==> config.mk <==
export PLATFORM = sky130hd
export DESIGN_NAME = neighbor_table_replace_worst_unit
export DESIGN_NICKNAME = d
export VERILOG_FILES = /design/src/nbt_pkg.sv /design/src/neighbor_table_replace_worst_unit.sv /design/src/nbt_table.sv
export VERILOG_INCLUDE_DIRS = /design/src /design/src/src
export SDC_FILE = /design/constraint.sdc
export NUM_CORES = 1
export LEC_CHECK = 0
export ABC_AREA = 1
export BUFFER_PORTS_ARGS = -buffer_cell sky130_fd_sc_hd__buf_2
export CORE_MARGIN = 8
export CORE_UTILIZATION = 40
export CTS_CLUSTER_DIAMETER = 30
export DETAILED_ROUTE_END_ITERATION = 12
export SYNTH_ARGS = -nofsm -noshare
export SYNTH_HDL_FRONTEND = slang
export SYNTH_SLANG_ARGS = --single-unit
==> constraint.sdc <==
create_clock -name clock -period 5.3 [get_ports clock]
set_input_delay 0.795 -clock clock [delete_from_list [all_inputs] [get_ports clock]]
set_output_delay 0.795 -clock clock [all_outputs]
set_load 0.02 [all_outputs]
==> src/neighbor_table_replace_worst_unit_macros.svh <==
// ----------------------------------------------------------------------------
// Neighbor table assertion macros
// Concurrent assertion wrappers used by the neighbor table RTL.
// ----------------------------------------------------------------------------
`ifndef NEIGHBOR_TABLE_REPLACE_WORST_UNIT_MACROS_SVH
`define NEIGHBOR_TABLE_REPLACE_WORST_UNIT_MACROS_SVH

`ifndef NO_ASSERTIONS
// Property checked at every clock edge outside reset.
`define NBT_ASSERT(label, clk, rst, prop) \
   label: assert property (@(posedge clk) disable iff (rst) prop) \
      else $error("neighbor table assertion failed");
// Property checked at every clock edge, reset included.
`define NBT_ASSERT_ALWAYS(label, clk, prop) \
   label: assert property (@(posedge clk) prop) \
      else $error("neighbor table assertion failed");
`else
`define NBT_ASSERT(label, clk, rst, prop)
`define NBT_ASSERT_ALWAYS(label, clk, prop)
`endif

`endif

==> src/nbt_pkg.sv <==
// ----------------------------------------------------------------------------
// Neighbor table package
// Sizes, operation codes, register indexes and shared types.
// ----------------------------------------------------------------------------
package nbt_pkg;

   localparam int TABLE_SIZE = 8;
   localparam int ADDR_WIDTH = 16;
   localparam int METRIC_W   = 16;
   localparam int AGE_W      = 8;
   localparam int IDX_W      = (TABLE_SIZE > 1) ? $clog2(TABLE_SIZE) : 1;
   localparam int CNT_W      = $clog2(TABLE_SIZE + 1);
   localparam int OP_W       = 3;
   localparam int CSR_IDX_W  = 1;
   localparam int CSR_DATA_W = 16;

   localparam logic [AGE_W-1:0]    MAX_AGE_RESET      = AGE_W'(180);
   localparam logic [METRIC_W-1:0] METRIC_LIMIT_RESET = METRIC_W'(511);

   localparam logic [CSR_IDX_W-1:0] CSR_MAX_AGE      = 1'b0;
   localparam logic [CSR_IDX_W-1:0] CSR_METRIC_LIMIT = 1'b1;

   localparam logic [OP_W-1:0] OP_ADD      = 3'd0;
   localparam logic [OP_W-1:0] OP_UPDATE   = 3'd1;
   localparam logic [OP_W-1:0] OP_ACTIVITY = 3'd2;
   localparam logic [OP_W-1:0] OP_TICK     = 3'd3;
   localparam logic [OP_W-1:0] OP_REMOVE   = 3'd4;

   typedef enum logic [2:0] {
      ST_IDLE,
      ST_SCAN,
      ST_APPLY,
      ST_BEST
   } state_type;

   typedef struct packed {
      logic                  valid;
      logic [ADDR_WIDTH-1:0] addr;
      logic [METRIC_W-1:0]   metric;
      logic [AGE_W-1:0]      age;
   } entry_type;

   typedef struct packed {
      logic             en;
      logic [IDX_W-1:0] idx;
      entry_type        entry;
   } wr_type;

endpackage

==> src/neighbor_table_replace_worst_unit.sv <==
// ----------------------------------------------------------------------------
// Neighbor table with worst-metric replacement and aging
// Keeps a small neighbor table; one operation per command word, one
// response word per command reporting the best neighbor.
// ----------------------------------------------------------------------------
//
//   channel   handshake            payload
//   --------  -------------------  ------------------------------------------
//   command   start, busy          req_operation, req_neighbor_addr, req_metric
//   response  rsp_valid (strobe)   rsp_accepted, rsp_best_valid, rsp_best_addr,
//                                  rsp_best_metric, rsp_entry_count
//   config    csr_valid, csr_ready csr_index, csr_wdata
//
// A command word runs from the accepting edge to its response strobe in three
// steps: one sweep over the table for match, free slot, worst entry and aging,
// an apply state that carries out the operation, and a second sweep for the
// best neighbor and the entry count. Both sweeps share the single read port of
// the table. busy drops in the strobe cycle, so the next command word may be
// taken there. Reset empties the table at once and restores max_age 180 and
// metric_limit 511. The response cannot be stalled; the config port is always ready.
//
`include "neighbor_table_replace_worst_unit_macros.svh"

module neighbor_table_replace_worst_unit
   import nbt_pkg::*;
(
   input  logic                  clock,
   input  logic                  reset,
   // command
   input  logic                  start,
   output logic                  busy,
   input  logic [OP_W-1:0]       req_operation,
   input  logic [ADDR_WIDTH-1:0] req_neighbor_addr,
   input  logic [METRIC_W-1:0]   req_metric,
   // response
   output logic                  rsp_valid,
   output logic                  rsp_accepted,
   output logic                  rsp_best_valid,
   output logic [ADDR_WIDTH-1:0] rsp_best_addr,
   output logic [METRIC_W-1:0]   rsp_best_metric,
   output logic [CNT_W-1:0]      rsp_entry_count,
   // configuration
   input  logic                  csr_valid,
   output logic                  csr_ready,
   input  logic [CSR_IDX_W-1:0]  csr_index,
   input  logic [CSR_DATA_W-1:0] csr_wdata
);

   localparam logic [IDX_W-1:0] LAST_IDX = IDX_W'(TABLE_SIZE - 1);
   localparam logic [AGE_W-1:0] AGE_SAT  = '1;

   // sequencer
   state_type state_ff, state_in;
   logic [IDX_W-1:0] idx_ff, idx_in;

   // latched command word
   logic [OP_W-1:0]       op_ff, op_in;
   logic [ADDR_WIDTH-1:0] addr_ff, addr_in;
   logic [METRIC_W-1:0]   metric_ff, metric_in;

   // first sweep results
   logic                match_hit_ff, match_hit_in;
   logic [IDX_W-1:0]    match_idx_ff, match_idx_in;
   logic                free_hit_ff, free_hit_in;
   logic [IDX_W-1:0]    free_idx_ff, free_idx_in;
   logic                worst_hit_ff, worst_hit_in;
   logic [IDX_W-1:0]    worst_idx_ff, worst_idx_in;
   logic [METRIC_W-1:0] worst_metric_ff, worst_metric_in;

   // shared between sweeps: valid count; second sweep: best neighbor
   logic [CNT_W-1:0]      cnt_ff, cnt_in;
   logic                  acc_ff, acc_in;
   logic                  best_hit_ff, best_hit_in;
   logic [ADDR_WIDTH-1:0] best_addr_ff, best_addr_in;
   logic [METRIC_W-1:0]   best_metric_ff, best_metric_in;

   // response word
   logic                  rsp_valid_ff, rsp_valid_in;
   logic                  rsp_acc_ff, rsp_acc_in;
   logic                  rsp_best_valid_ff, rsp_best_valid_in;
   logic [ADDR_WIDTH-1:0] rsp_best_addr_ff, rsp_best_addr_in;
   logic [METRIC_W-1:0]   rsp_best_metric_ff, rsp_best_metric_in;
   logic [CNT_W-1:0]      rsp_count_ff, rsp_count_in;

   // registers
   logic [AGE_W-1:0]    max_age_ff, max_age_in;
   logic [METRIC_W-1:0] metric_limit_ff, metric_limit_in;

   // table port
   logic [IDX_W-1:0] rd_idx;
   entry_type        rd_entry;
   wr_type           wr;
   logic [AGE_W-1:0] age_inc;
   entry_type        fresh;

   nbt_table u_table (
      .clock    (clock),
      .reset    (reset),
      .rd_idx   (rd_idx),
      .rd_entry (rd_entry),
      .wr       (wr)
   );

   // ---------------------------------------------------------------------
   // Configuration: always ready; write only while no command is in flight
   // ---------------------------------------------------------------------
   assign csr_ready = 1'b1;

   always_comb begin
      max_age_in      = max_age_ff;
      metric_limit_in = metric_limit_ff;
      if (csr_valid && csr_ready) begin
         case (csr_index)
            CSR_MAX_AGE:      max_age_in      = csr_wdata[AGE_W-1:0];
            CSR_METRIC_LIMIT: metric_limit_in = csr_wdata[METRIC_W-1:0];
            default: ;
         endcase
      end
   end

   // ---------------------------------------------------------------------
   // Sequencer: idle -> sweep one -> apply -> sweep two -> idle
   // ---------------------------------------------------------------------
   assign age_inc = (rd_entry.age == AGE_SAT) ? rd_entry.age : rd_entry.age + AGE_W'(1);

   always_comb begin
      fresh.valid  = 1'b1;
      fresh.addr   = addr_ff;
      fresh.metric = metric_ff;
      fresh.age    = '0;
   end

   always_comb begin
      state_in           = state_ff;
      idx_in             = idx_ff;
      op_in              = op_ff;
      addr_in            = addr_ff;
      metric_in          = metric_ff;
      match_hit_in       = match_hit_ff;
      match_idx_in       = match_idx_ff;
      free_hit_in        = free_hit_ff;
      free_idx_in        = free_idx_ff;
      worst_hit_in       = worst_hit_ff;
      worst_idx_in       = worst_idx_ff;
      worst_metric_in    = worst_metric_ff;
      cnt_in             = cnt_ff;
      acc_in             = acc_ff;
      best_hit_in        = best_hit_ff;
      best_addr_in       = best_addr_ff;
      best_metric_in     = best_metric_ff;
      rsp_valid_in       = 1'b0;
      rsp_acc_in         = rsp_acc_ff;
      rsp_best_valid_in  = rsp_best_valid_ff;
      rsp_best_addr_in   = rsp_best_addr_ff;
      rsp_best_metric_in = rsp_best_metric_ff;
      rsp_count_in       = rsp_count_ff;
      rd_idx             = idx_ff;
      wr                 = '0;

      case (state_ff)
         ST_IDLE: begin
            if (start) begin
               op_in           = req_operation;
               addr_in         = req_neighbor_addr;
               metric_in       = req_metric;
               idx_in          = '0;
               match_hit_in    = 1'b0;
               free_hit_in     = 1'b0;
               worst_hit_in    = 1'b0;
               worst_metric_in = '0;
               cnt_in          = '0;
               state_in        = ST_SCAN;
            end
         end

         ST_SCAN: begin
            if (rd_entry.valid) begin
               cnt_in = cnt_ff + CNT_W'(1);
               if (rd_entry.addr == addr_ff && !match_hit_ff) begin
                  match_hit_in = 1'b1;
                  match_idx_in = idx_ff;
               end
               // first slot holding the strictly largest metric above zero
               if (rd_entry.metric > worst_metric_ff) begin
                  worst_hit_in    = 1'b1;
                  worst_idx_in    = idx_ff;
                  worst_metric_in = rd_entry.metric;
               end
               // age in place; drop entries that reach the limit
               if (op_ff == OP_TICK) begin
                  wr.en           = 1'b1;
                  wr.idx          = idx_ff;
                  wr.entry        = rd_entry;
                  wr.entry.age    = age_inc;
                  wr.entry.valid  = (age_inc < max_age_ff);
               end
            end else if (!free_hit_ff) begin
               free_hit_in = 1'b1;
               free_idx_in = idx_ff;
            end
            if (idx_ff == LAST_IDX) begin
               state_in = ST_APPLY;
            end else begin
               idx_in = idx_ff + IDX_W'(1);
            end
         end

         ST_APPLY: begin
            rd_idx = match_idx_ff;
            acc_in = 1'b0;
            case (op_ff)
               OP_ADD: begin
                  if (!match_hit_ff) begin
                     if (free_hit_ff) begin
                        wr.en    = 1'b1;
                        wr.idx   = free_idx_ff;
                        wr.entry = fresh;
                        acc_in   = 1'b1;
                     end else if (worst_hit_ff && worst_metric_ff > metric_ff) begin
                        // the evicted slot is the only free one left
                        wr.en    = 1'b1;
                        wr.idx   = worst_idx_ff;
                        wr.entry = fresh;
                        acc_in   = 1'b1;
                     end
                  end
               end
               OP_UPDATE: begin
                  if (match_hit_ff) begin
                     wr.en           = 1'b1;
                     wr.idx          = match_idx_ff;
                     wr.entry        = rd_entry;
                     wr.entry.metric = metric_ff;
                     wr.entry.age    = '0;
                     acc_in          = 1'b1;
                  end
               end
               OP_ACTIVITY: begin
                  if (match_hit_ff) begin
                     wr.en        = 1'b1;
                     wr.idx       = match_idx_ff;
                     wr.entry     = rd_entry;
                     wr.entry.age = '0;
                     acc_in       = 1'b1;
                  end
               end
               OP_TICK: begin
                  acc_in = 1'b1;
               end
               OP_REMOVE: begin
                  if (match_hit_ff) begin
                     wr.en          = 1'b1;
                     wr.idx         = match_idx_ff;
                     wr.entry       = rd_entry;
                     wr.entry.valid = 1'b0;
                     acc_in         = 1'b1;
                  end
               end
               default: ;
            endcase
            idx_in         = '0;
            cnt_in         = '0;
            best_hit_in    = 1'b0;
            best_addr_in   = '0;
            best_metric_in = metric_limit_ff;
            state_in       = ST_BEST;
         end

         ST_BEST: begin
            if (rd_entry.valid) begin
               cnt_in = cnt_ff + CNT_W'(1);
               // strict compare keeps the lowest slot on a tie
               if (rd_entry.metric < best_metric_ff) begin
                  best_hit_in    = 1'b1;
                  best_addr_in   = rd_entry.addr;
                  best_metric_in = rd_entry.metric;
               end
            end
            if (idx_ff == LAST_IDX) begin
               rsp_valid_in       = 1'b1;
               rsp_acc_in         = acc_ff;
               rsp_best_valid_in  = best_hit_in;
               rsp_best_addr_in   = best_addr_in;
               rsp_best_metric_in = best_metric_in;
               rsp_count_in       = cnt_in;
               state_in           = ST_IDLE;
            end else begin
               idx_in = idx_ff + IDX_W'(1);
            end
         end

         default: begin
            state_in = ST_IDLE;
         end
      endcase
   end

   // control state
   always_ff @(posedge clock) begin
      if (reset) begin
         state_ff        <= ST_IDLE;
         rsp_valid_ff    <= 1'b0;
         max_age_ff      <= MAX_AGE_RESET;
         metric_limit_ff <= METRIC_LIMIT_RESET;
      end else begin
         state_ff        <= state_in;
         rsp_valid_ff    <= rsp_valid_in;
         max_age_ff      <= max_age_in;
         metric_limit_ff <= metric_limit_in;
      end
   end

   // datapath
   always_ff @(posedge clock) begin
      idx_ff             <= idx_in;
      op_ff              <= op_in;
      addr_ff            <= addr_in;
      metric_ff          <= metric_in;
      match_hit_ff       <= match_hit_in;
      match_idx_ff       <= match_idx_in;
      free_hit_ff        <= free_hit_in;
      free_idx_ff        <= free_idx_in;
      worst_hit_ff       <= worst_hit_in;
      worst_idx_ff       <= worst_idx_in;
      worst_metric_ff    <= worst_metric_in;
      cnt_ff             <= cnt_in;
      acc_ff             <= acc_in;
      best_hit_ff        <= best_hit_in;
      best_addr_ff       <= best_addr_in;
      best_metric_ff     <= best_metric_in;
      rsp_acc_ff         <= rsp_acc_in;
      rsp_best_valid_ff  <= rsp_best_valid_in;
      rsp_best_addr_ff   <= rsp_best_addr_in;
      rsp_best_metric_ff <= rsp_best_metric_in;
      rsp_count_ff       <= rsp_count_in;
   end

   assign busy            = (state_ff != ST_IDLE);
   assign rsp_valid       = rsp_valid_ff;
   assign rsp_accepted    = rsp_acc_ff;
   assign rsp_best_valid  = rsp_best_valid_ff;
   assign rsp_best_addr   = rsp_best_addr_ff;
   assign rsp_best_metric = rsp_best_metric_ff;
   assign rsp_entry_count = rsp_count_ff;

   // ---------------------------------------------------------------------
   // Assertions
   // ---------------------------------------------------------------------
   `NBT_ASSERT(a_rsp_when_idle, clock, reset, rsp_valid |-> !busy)
   `NBT_ASSERT(a_start_goes_busy, clock, reset, (start && !busy) |=> busy)
   `NBT_ASSERT(a_rsp_single_pulse, clock, reset, rsp_valid |=> !rsp_valid)
   `NBT_ASSERT(a_count_in_range, clock, reset,
      rsp_valid |-> (rsp_entry_count <= CNT_W'(TABLE_SIZE)))
   `NBT_ASSERT(a_no_best_addr_zero, clock, reset,
      (rsp_valid && !rsp_best_valid) |-> (rsp_best_addr == '0))
   `NBT_ASSERT_ALWAYS(a_reset_clears_rsp, clock, reset |=> !rsp_valid)

endmodule

==> src/nbt_table.sv <==
// ----------------------------------------------------------------------------
// Neighbor table storage
// Eight entries with one indexed read port and one write port.
// ----------------------------------------------------------------------------
module nbt_table
   import nbt_pkg::*;
(
   input  logic             clock,
   input  logic             reset,
   input  logic [IDX_W-1:0] rd_idx,
   output entry_type        rd_entry,
   input  wr_type           wr
);

   logic [TABLE_SIZE-1:0] valid_ff;
   logic [TABLE_SIZE-1:0] valid_in;
   logic [ADDR_WIDTH-1:0] addr_ff   [TABLE_SIZE];
   logic [METRIC_W-1:0]   metric_ff [TABLE_SIZE];
   logic [AGE_W-1:0]      age_ff    [TABLE_SIZE];

   always_comb begin
      valid_in = valid_ff;
      if (wr.en) begin
         valid_in[wr.idx] = wr.entry.valid;
      end
   end

   always_ff @(posedge clock) begin
      if (reset) begin
         valid_ff <= '0;
      end else begin
         valid_ff <= valid_in;
      end
   end

   // payload holds no reset; only valid entries are ever used
   always_ff @(posedge clock) begin
      if (wr.en) begin
         addr_ff[wr.idx]   <= wr.entry.addr;
         metric_ff[wr.idx] <= wr.entry.metric;
         age_ff[wr.idx]    <= wr.entry.age;
      end
   end

   always_comb begin
      rd_entry.valid  = valid_ff[rd_idx];
      rd_entry.addr   = addr_ff[rd_idx];
      rd_entry.metric = metric_ff[rd_idx];
      rd_entry.age    = age_ff[rd_idx];
   end

endmodule

After elaboration in Yosys (flattened, before gate mapping):

Memories as Yosys holds them, arrays and structs flattened.
Index checks and enable logic that the tools add are counted.

* multiplexer cells: 57
* $add $sub $neg: 3
* reductions and logical operators: 26
* eq/ne operators: 18
* order comparisons: 7
* bitwise logic cells: 4

Operators by type and width (count)
* $mux W45: 8
* $pmux W45 S4: 1
* $mux W16: 7
* $pmux W16 S2: 3
* $pmux W45 S2: 1
* $gt A16 B16 Y1: 2
* $mux W3: 6
* $reduce_and A3 Y1: 6
* $mux W1: 17
* $eq A16 B16 Y1: 1
* $lt A16 B16 Y1: 1
* $ne A2 B2 Y1 const B: 8
* $eq A3 B2 Y1 const B: 4
* $pmux W3 S4: 1
* $pmux W4 S3: 1
* $reduce_and A2 Y1: 5
* $pmux W3 S3: 1
* $add A8 B1 Y8 const B: 1
* $bwmux W8: 1
* $eq A8 B8 Y1 const B: 1
* $lt A3 B4 Y1 const B: 2
* $lt A8 B8 Y1: 1
* $mux W4: 2
* $mux W8: 1
* 18 further kinds: 33

* memory bits (writable): 320
* bits in registers: 178
* output and inout bits: 41
* memories: 3
* input bits: 56

Memory list
* u_table.addr_ff: words 8, width 16, rd ports 1, clocked after Yosys merged registers in 0, write ports 1, line nbt_table.sv:17 `logic [ADDR_WIDTH-1:0] addr_ff [TABLE_SIZE];`
* u_table.metric_ff: words 8, width 16, rd ports 1, clocked after Yosys merged registers in 0, write ports 1, line nbt_table.sv:18 `logic [METRIC_W-1:0] metric_ff [TABLE_SIZE];`
* u_table.age_ff: words 8, width 8, rd ports 1, clocked after Yosys merged registers in 0, write ports 1, line nbt_table.sv:19 `logic [AGE_W-1:0] age_ff [TABLE_SIZE];`

Depth between registers and ports, before layout:

Gate-level depths: netlist of the first run.
An unclocked memory read counts as a cell.

* depth after elaboration: 14
* mapped depth: 30
* mapped depth without buffers: 27

Cells and area by module:

A second synthesis of the first run with hierarchy kept.

* cell total of the unflattened synthesis: 2587
* area, all modules: 24074.3 um^2

Modules (own cells, without submodules)
* nbt_table: seq. area each 9769.4 um^2, cells each 1464, area each 14402.6 um^2, times used 1
* neighbor_table_replace_worst_unit: seq. area each 4804.6 um^2, cells each 1123, area each 9671.8 um^2, times used 1

Worst setup path before layout of the first run:

Ideal clock, no wire load.

* kind: register to register
* from: register state_ff[0]
* to: memory u_table.addr_ff[2][0] (enable)
* data required time: 4.861 ns
* setup time: 0.439 ns
* arrival time: 3.972 ns
* slack: 0.890 ns
* clock period less this slack: 4.410 ns
* cell stages (with the launch flop): 19
* cell sequence: dfxtp_1 > inv_1 > ha_1 > buf_6 > nand2_2 > nand2_2 > buf_6 > buf_6 > o211ai_1 > nand3_1 > nand2_4 > nor2_2 > nand2_2 > inv_2 > a2bb2oi_2 > nand2_1 > nand2_4 > inv_2 > nor2_1

* cells in the longest elaborated chain, start to end: 8
* elaborated cells on any way between the ends: 9
* those cells by class: eq/ne (2); mux (7)

RTL lines
* start, declared: line neighbor_table_replace_worst_unit.sv:53 `state_type state_ff, state_in;`
* start signal, assigned: line neighbor_table_replace_worst_unit.sv:306 `state_ff <= state_in;`
* $eq A3 B2 Y1: line neighbor_table_replace_worst_unit.sv:160 `case (state_ff)`
* $mux W3: line neighbor_table_replace_worst_unit.sv:160
* $bmux W1 S3: line nbt_table.sv:46 `rd_entry.valid = valid_ff[rd_idx];`
* $mux W1 (implied by the code): line nbt_table.sv:46
* $mux W45: line neighbor_table_replace_worst_unit.sv:177 `if (rd_entry.valid) begin`
* $pmux W45 S2 *: line neighbor_table_replace_worst_unit.sv:160
* $mux W1: line nbt_table.sv:38 `if (wr.en) begin`
* $mux W1 (implied by the code): line nbt_table.sv:39 `addr_ff[wr.idx] <= wr.entry.addr;`
* end, declared: line nbt_table.sv:17

Every way passes the cells marked *; elsewhere a longest branch is shown, timed or not. The select of a mux whose other input is x is not followed.

Worst setup path after layout of the first run:

* from: register state_ff[0]
* to: register u_table.valid_ff[1]

* cells in the longest elaborated chain, start to end: 11
* elaborated cells on any way between the ends: 22
* those cells by class: add/sub (1); order compare (3); eq/ne (3); mux (13); reduce/logical (1); memory (1)

RTL lines
* branches (longest 5 deep; another with $mem_v2 Z8 W8)
* $pmux W45 S2 *: line neighbor_table_replace_worst_unit.sv:160
* $lt A3 B4 Y1 (implied by the code) / $ge A3 B1 Y1 (equally long branches): line nbt_table.sv:24 `valid_in[wr.idx] = wr.entry.valid;`
* $logic_and A1 B1 Y1 (implied by the code): line nbt_table.sv:24
* $mux W1 (implied by the code): line nbt_table.sv:24
* $demux W1 S3
* $bwmux W8: line nbt_table.sv:24
* end signal, assigned: line nbt_table.sv:32 `valid_ff <= valid_in;`
* end, declared: line nbt_table.sv:15 `logic [TABLE_SIZE-1:0] valid_ff;`

Mark *: on every way between the ends. The select of a mux whose other input is x is not followed.
A chain may end at the register's enable or synchronous reset.

==> metrics.txt, run 1 <==
Fin Clk Skew=0.04090 ns; cell types with the largest area share after synthesis=sky130_fd_sc_hd__edfxtp_1 (62%), sky130_fd_sc_hd__nand2_1 (5.6%), sky130_fd_sc_hd__nor2_1 (3.8%); largest net degree at the start of global routing=51; half-perimeter wire length after detailed placement=37.46 mm; Port Buffer Count=95; Critical Path Most Common Cell=sky130_fd_sc_hd__nand2_1; Sw Share=37.78%; part of the total power dissipated in sequential elements=between 20% and 30%; final total negative setup slack=0 ns; cell at the root of the clock tree=sky130_fd_sc_hd__clkbuf_16; number of clock sinks=around 500; EDFF count, synth=462; final-layout worst hold slack=slightly above 0.3 ns; NetSw=6.724 mW; Clock Power Share=around 37%; post-synthesis register bit count=between 400 and 500; final setup violating endpoints=0; total iterations of the first detailed-routing run=5; number of H-tree branching levels=3; DRT Wirelength=60.12 mm; critical path's slowest cell=sky130_fd_sc_hd__dfxtp_1; portion of the post-synthesis area used by sequential elements=65.20%; final critical path time including I/O delays and setup=4.622 ns; PostCTS Resize Cnt=0; fraction of final layout cells sized beyond drive strength 1=16.20%; Hold Buf Count CTS=0; power per cell area=roughly 650 nW/µm²; asr flop ratio synth=0%; WL/cell=around 20 µm; slew margin rel.=25.51%; dominant synthesized flop cell=sky130_fd_sc_hd__edfxtp_1; I/O Pins=slightly below 100; setup repair after global routing missed its margin=no; Worst setup SP type=flop; worst ir drop on vdd=0.4203 mV; highest attainable clock frequency=216.4 MHz; 1st-iter DRT viols=1364; wire length of the first global-routing pass=91.91 mm; biggest cell delay along the critical path=~0.38 ns; Post-Synthesis Mean Instance Area=around 11 µm²; most frequent cell after synthesis=sky130_fd_sc_hd__edfxtp_1; register clock-pin slew on the reported worst setup and hold paths=around 0.06 ns; effective utilization at floorplan=40.49%; netlist area before placement=22350 µm²; setup fix buffers added after clock tree synthesis=0; worst min-delay path category=in -> reg; horizontal extent of the die=252.4 µm; Routed Antenna Nets=0; crit path max fanout=24; GPL Wtd Cong=0.8357; leading cell types by count after synthesis=sky130_fd_sc_hd__edfxtp_1 (462), sky130_fd_sc_hd__nand2_1 (334), sky130_fd_sc_hd__nor2_1 (228); total of max-cap violations=0; via count of the first global-routing pass=15790; outcome=complete, no violations; final number of hold-violating endpoints=0; post-route clock period utilization=87.20%; clock latency at the later pin of the worst-skew pair=0.66 ns; Vert. Die Dim=approximately 250 µm; combinational fraction of design power=35.2%; DRC violation count after routing=0; Yosys Warn Count=0; number of antenna violations at the first check in global routing=0; arrival time at the worst endpoint=about 5.2 ns; CTS buffer count=108; area of the placeable core=approximately 55000 µm²; Worst Path Required=5.86 ns; gr usage total=18.61%; total grt overflow=0; Syn Nets=2179; critical path class=reg -> reg; Worst-Margin Slew=1.116 ns; cell taking the most area after synthesis=sky130_fd_sc_hd__edfxtp_1; count of vias placed by the detailed router=around 16000; Leakage=around 10 nW; Internal Dissipation=11.08 mW; number of standard-cell rows in the floorplan=86; number of max-slew violations in the final report=0; number of distinct library cells after synthesis=49; via-per-instance ratio=5.219; number of cells produced by synthesis=between 2000 and 2500; Total Nets Final=2330; crit end category=flop; Yosys top cell area share=62.07%; Max clock buf depth=3; clock tree from TritonCTS=yes; total die area=63700 µm²; r2r setup slk=0.68 ns; Layout area overhead=22.70%; number of antenna diodes=0
==> per-stage QoR <==
stage	power [mW]	setup WS, ns	cell area (µm²)	instances	util (%)
6_report	17.80	0.6785	27430	3050	49.68
5_1_grt	18.86	0.1534	27430	3050	49.68
4_1_cts	17.88	0.7012	27430	3050	49.68
3_5_place_dp	11.31	0.7373	23820	2849	43.15
3_3_place_gp	11.22	0.8412	23820	2849	43.15
2_1_floorplan	9.484	0.8895	22350	2060	-
==> worst max-delay path: cells and delay by family (launching register included) <==
family	cells	cell delay, ns
and+or+nand+nor	10	1.34
DFF	1	0.38
AOI/OAI and AO/OA	7	1.02
adders and majority gates	3	0.82
buffers and inverters	7	0.99
==> metal layers <==
layer | vias up | part of all wire, % | track usage, % | wire [µm]
li1 | 7543 | - | - | -
met3 | 90 | 7.3 | 3.968 | 4399
met5 | - | 0 | 0 | 0
met1 | 7694 | 45 | 25.24 | 27060
met2 | 591 | 45 | 29.48 | 27350
met4 | 0 | 2.2 | 6.332 | 1301
==> worst paths after layout <==
kind / start / to / depth (start not counted)
hold reg to reg: metric_limit_ff[9] / metric_limit_ff[9] / 2
hold / removal: req_operation[1] / op_ff[1] / 1
setup reg to reg: state_ff[0] / u_table.valid_ff[1] / 27
setup / recovery: state_ff[0] / u_table.valid_ff[1] / 27
==> state kept, by name, indices dropped and copies added (netlist names), 4 cells and up <==
| register | cells |
|---|---|
| u_table.addr_ff | 128 |
| u_table.metric_ff | 128 |
| u_table.age_ff | 64 |
| addr_ff | 16 |
| best_addr_ff | 16 |
| best_metric_ff | 16 |
| metric_ff | 16 |
| metric_limit_ff | 16 |
| rsp_best_addr | 16 |
| rsp_best_metric | 16 |
| worst_metric_ff | 16 |
| max_age_ff | 8 |
| u_table.valid_ff | 8 |
| cnt_ff | 4 |
| rsp_entry_count | 4 |
==> cells by family (layout without fill, tap and decap cells) <==
family                   count (synthesis)  in the layout  share of synthesized area, %
adder cells (fa/ha/maj)                 63             63                         3.527
other                                    1              1                       0.01678
XOR/XNOR                                13             13                        0.5094
AND/OR/NAND/NOR                        749            749                         14.10
buffers and inverters                  313            555                         5.861
flip-flops                             497            497                         65.20
AO/OA/AOI/OAI                          424            424                         10.78
==> cell usage in the layout (no fill, tap or decap), types with 7 or more instances in the layout <==
cell,instances
sky130_fd_sc_hd__dfxtp_1,35
sky130_fd_sc_hd__clkbuf_16,112
sky130_fd_sc_hd__o22ai_1,78
sky130_fd_sc_hd__nand2_2,7
sky130_fd_sc_hd__ha_1,63
sky130_fd_sc_hd__o21ai_1,39
sky130_fd_sc_hd__nor2_1,226
sky130_fd_sc_hd__o21ai_2,14
sky130_fd_sc_hd__inv_6,10
sky130_fd_sc_hd__inv_1,194
sky130_fd_sc_hd__edfxtp_1,462
sky130_fd_sc_hd__bufinv_16,8
sky130_fd_sc_hd__buf_4,28
sky130_fd_sc_hd__and2_1,16
sky130_fd_sc_hd__xor2_1,7
sky130_fd_sc_hd__a21oi_1,90
sky130_fd_sc_hd__clkinvlp_4,12
sky130_fd_sc_hd__clkinv_2,14
sky130_fd_sc_hd__buf_2,95
sky130_fd_sc_hd__o21ai_0,166
sky130_fd_sc_hd__clkinv_1,20
sky130_fd_sc_hd__o211ai_1,9
sky130_fd_sc_hd__buf_12,14
sky130_fd_sc_hd__nand3_1,132
sky130_fd_sc_hd__nand4_1,7
sky130_fd_sc_hd__clkbuf_1,15
sky130_fd_sc_hd__inv_2,16
sky130_fd_sc_hd__nand2_1,333
sky130_fd_sc_hd__nor2_4,8
==> area by class of cell <==
class,count,area (µm²)
clock buffers,130,2900
clock inverters,71,709.4
well taps,748,935.9
multi-input cells,1250,6524
fillers,4833,27770
inverters,217,817.0
flip-flops and latches,497,14570
repair buffers,137,965.9
==> power by group through the flow <==
stage,sequential [mW],clock [mW],combinational [mW]
CTS,5.05,6.58,6.25
finish,5.05,6.49,6.26
global route,5.08,6.78,7.01
global placement,5.11,0,6.11
floorplan,5.04,0,4.44
detailed placement,5.11,0,6.19
No activity file was read; power rests on OpenSTA's default activity.
==> inputs of run 2 (changes only) <==
--- a/config.mk
+++ b/config.mk
@@ -13,4 +13,6 @@
 export CTS_CLUSTER_DIAMETER = 30
 export DETAILED_ROUTE_END_ITERATION = 12
+export GPL_TIMING_DRIVEN = 1
+export RECOVER_POWER = 100
 export SYNTH_ARGS = -nofsm -noshare
 export SYNTH_HDL_FRONTEND = slang
==> constraint.sdc (replaced) <==
create_clock -name clock -period 5.3 [get_ports clock]
set_input_delay 0.795 -clock clock [delete_from_list [all_inputs] [get_ports clock]]
set_output_delay 0.795 -clock clock [all_outputs]
set_load 0.1 [all_outputs]
==> metrics.txt, run 2 (same netlist as run 1, synthesis figures left out) <==
outcome=complete, but fails checks; failing checks=capacitance limit, slew limit; fraction of met1 tracks used by global routing=between 20% and 30%; critical path class=reg -> reg; clock latency at the later pin of the worst-skew pair=0.66 ns; Setup crit end=u_table.addr_ff[5][6]; cell at the root of the clock tree=sky130_fd_sc_hd__clkbuf_16; Post-Place Cell Area=23820 µm²; Critical Path Most Common Cell=sky130_fd_sc_hd__nand2_1; post-route clock period utilization=93.67%; Routed Antenna Nets=0; DRC violation count after routing=0; number of H-tree branching levels=3; Layout area overhead=21.98%; clock tree from TritonCTS=yes; register clock-pin slew on the reported worst setup and hold paths=0.06 ns; PostCTS Resize Cnt=0; worst ir drop on vdd=0.4098 mV; effective utilization at floorplan=40.49%; setup repair after global routing missed its margin=no; Top Usage Layer GRT=met2; total die area=63700 µm²; Worst setup SP type=flop; worst reg2reg path depth=19; final total negative setup slack=0 ns; number of standard-cell rows in the floorplan=86; final setup violating endpoints=0; area of the placeable core=55200 µm²; met3 track utilization from global routing=under 10%; wire length of the first global-routing pass=91.91 mm; total iterations of the first detailed-routing run=7; total of max-cap violations=3; leading cell types in the layout, fill and taps excluded=sky130_fd_sc_hd__edfxtp_1 (462), sky130_fd_sc_hd__nand2_1 (335), sky130_fd_sc_hd__nor2_1 (230), sky130_fd_sc_hd__inv_1 (199), sky130_fd_sc_hd__o21ai_0 (189); worst setup timing slack at the placement stage=0.7373 ns; first element of the critical path=state_ff[0]; reg-to-reg startpoint=state_ff[0]; Total Nets Final=2330; most common cell after layout, fill and taps aside=sky130_fd_sc_hd__edfxtp_1; list of cells traversed by the critical path=inv_1, ha_1, inv_4, nand2_4, nand2_4, buf_4, nand2_1, o211ai_1, nand3_1, nand2_1, nor2_2, nand2_2, inv_1, a22oi_1, nand2_1, nand2_1, nand2_1, nor2_1, buf_4; Leakage=10.12 nW; Largest delay share family, worst path=simple AND/OR/NAND/NOR gates; worst setup margin=around 0.34 ns; design area=27260 µm²; Worst-Margin Slew=2.069 ns; CTS buffer count=108; largest net degree at the start of global routing=51; Fin Clk Skew=0.04286 ns; number of cells on the critical path=19; number of clock sinks=497; Worst Path Required=around 5.5 ns; power per cell area=650.4 nW/µm²; global-route track usage on met2=around 29%; worst min-delay path category=in -> reg; 1st-iter DRT viols=1450; critical register-to-register path endpoint=u_table.addr_ff[5][6]; DRT Wirelength=60.11 mm; final critical path time including I/O delays and setup=4.965 ns; count of placed standard cells in the final layout, fillers left out=3050; Vert. Die Dim=about 250 µm; number of fill cells=4861; slew margin rel.=-38.05%; via count of the first global-routing pass=15790; critical path's slowest cell=sky130_fd_sc_hd__buf_4; highest attainable clock frequency=201.4 MHz; via-per-instance ratio=approximately 5.2; Hold Buf Count CTS=0; Port Buffer Count=95; arrival time at the worst endpoint=5.21 ns; total grt overflow=0; fraction of final layout cells sized beyond drive strength 1=13.47%; GPL Wtd Cong=0.8357; total chip power=approximately 18 mW; final core utilization=49.39%; WL/cell=19.71 µm; placed cell count=2849; biggest cell delay along the critical path=roughly 0.64 ns; number of max-slew violations in the final report=103; crit end category=flop; crit path max fanout=42; r2r setup slk=0.34 ns; setup fix buffers added after clock tree synthesis=0; half-perimeter wire length after detailed placement=37.46 mm; final-layout worst hold slack=0.3112 ns; final number of hold-violating endpoints=0; count of vias placed by the detailed router=15950; number of antenna violations at the first check in global routing=0; Max clock buf depth=3; gr usage total=a little under a fifth; largest registers ranked by flip-flop count=u_table.addr_ff (128), u_table.metric_ff (128), u_table.age_ff (64); number of antenna diodes=0; horizontal extent of the die=between 200 and 300 µm; number of buffer and inverter stages on the critical path=5; I/O Pins=97
==> run 2: cell types whose count changed in the layout (fill, tap and decap cells not counted), moves of 3 or more <==
cell / change
sky130_fd_sc_hd__and2_1: -16
sky130_fd_sc_hd__nor2_4: -4
sky130_fd_sc_hd__o21ai_2: -5
sky130_fd_sc_hd__o21ai_0: +23
sky130_fd_sc_hd__inv_1: +5
sky130_fd_sc_hd__nor2_1: +4
sky130_fd_sc_hd__clkbuf_1: +45
sky130_fd_sc_hd__and2_0: +16
sky130_fd_sc_hd__o21ai_1: -18
sky130_fd_sc_hd__inv_2: -5
sky130_fd_sc_hd__buf_12: -3
sky130_fd_sc_hd__buf_2: -44
==> run 2: worst min path at each step <==
stage | start | cells past startpoint | slack (ns) | endpoint
2_1_floorplan | acc_ff | 0 | 0.40 | rsp_accepted
3_3_place_gp | metric_limit_ff[2] | 2 | 0.46 | metric_limit_ff[2]
3_5_place_dp | metric_limit_ff[5] | 2 | 0.46 | metric_limit_ff[5]
4_1_cts | req_metric[1] | 1 | 0.28 | metric_ff[1]
5_1_grt | req_operation[1] | 1 | 0.29 | op_ff[1]
6_report | req_operation[1] | 1 | 0.31 | op_ff[1]
==> run 2: routing by layer <==
layer | part of all wire [%] | wire length, µm | up-vias
li1 | - | - | 7527
met3 | 7.5 | 4493 | 93
met5 | 0 | 0 | -
met4 | 2.1 | 1286 | 0
met2 | 46 | 27570 | 572
met1 | 45 | 26760 | 7759
==> run 2: cell type report <==
cell class                      count  area [µm²]  share of cell area (%)
Inverter                          217       817.0                   2.997
Timing Repair Buffer              137       874.6                   3.208
Clock inverter                     71       709.4                   2.602
Sequential cell                   497       14570                   53.45
Clock buffer                      130        2900                   10.64
Multi-Input combinational cell   1250        6454                   23.67
Tap cell                          748       935.9                   3.433
==> run 2: where the power goes <==
group          switching (mW)  leakage, nW  internal [mW]
Combinational            4.33         4.25           1.86
Clock                    2.19         1.73           4.30
Sequential              0.188         4.13           4.87
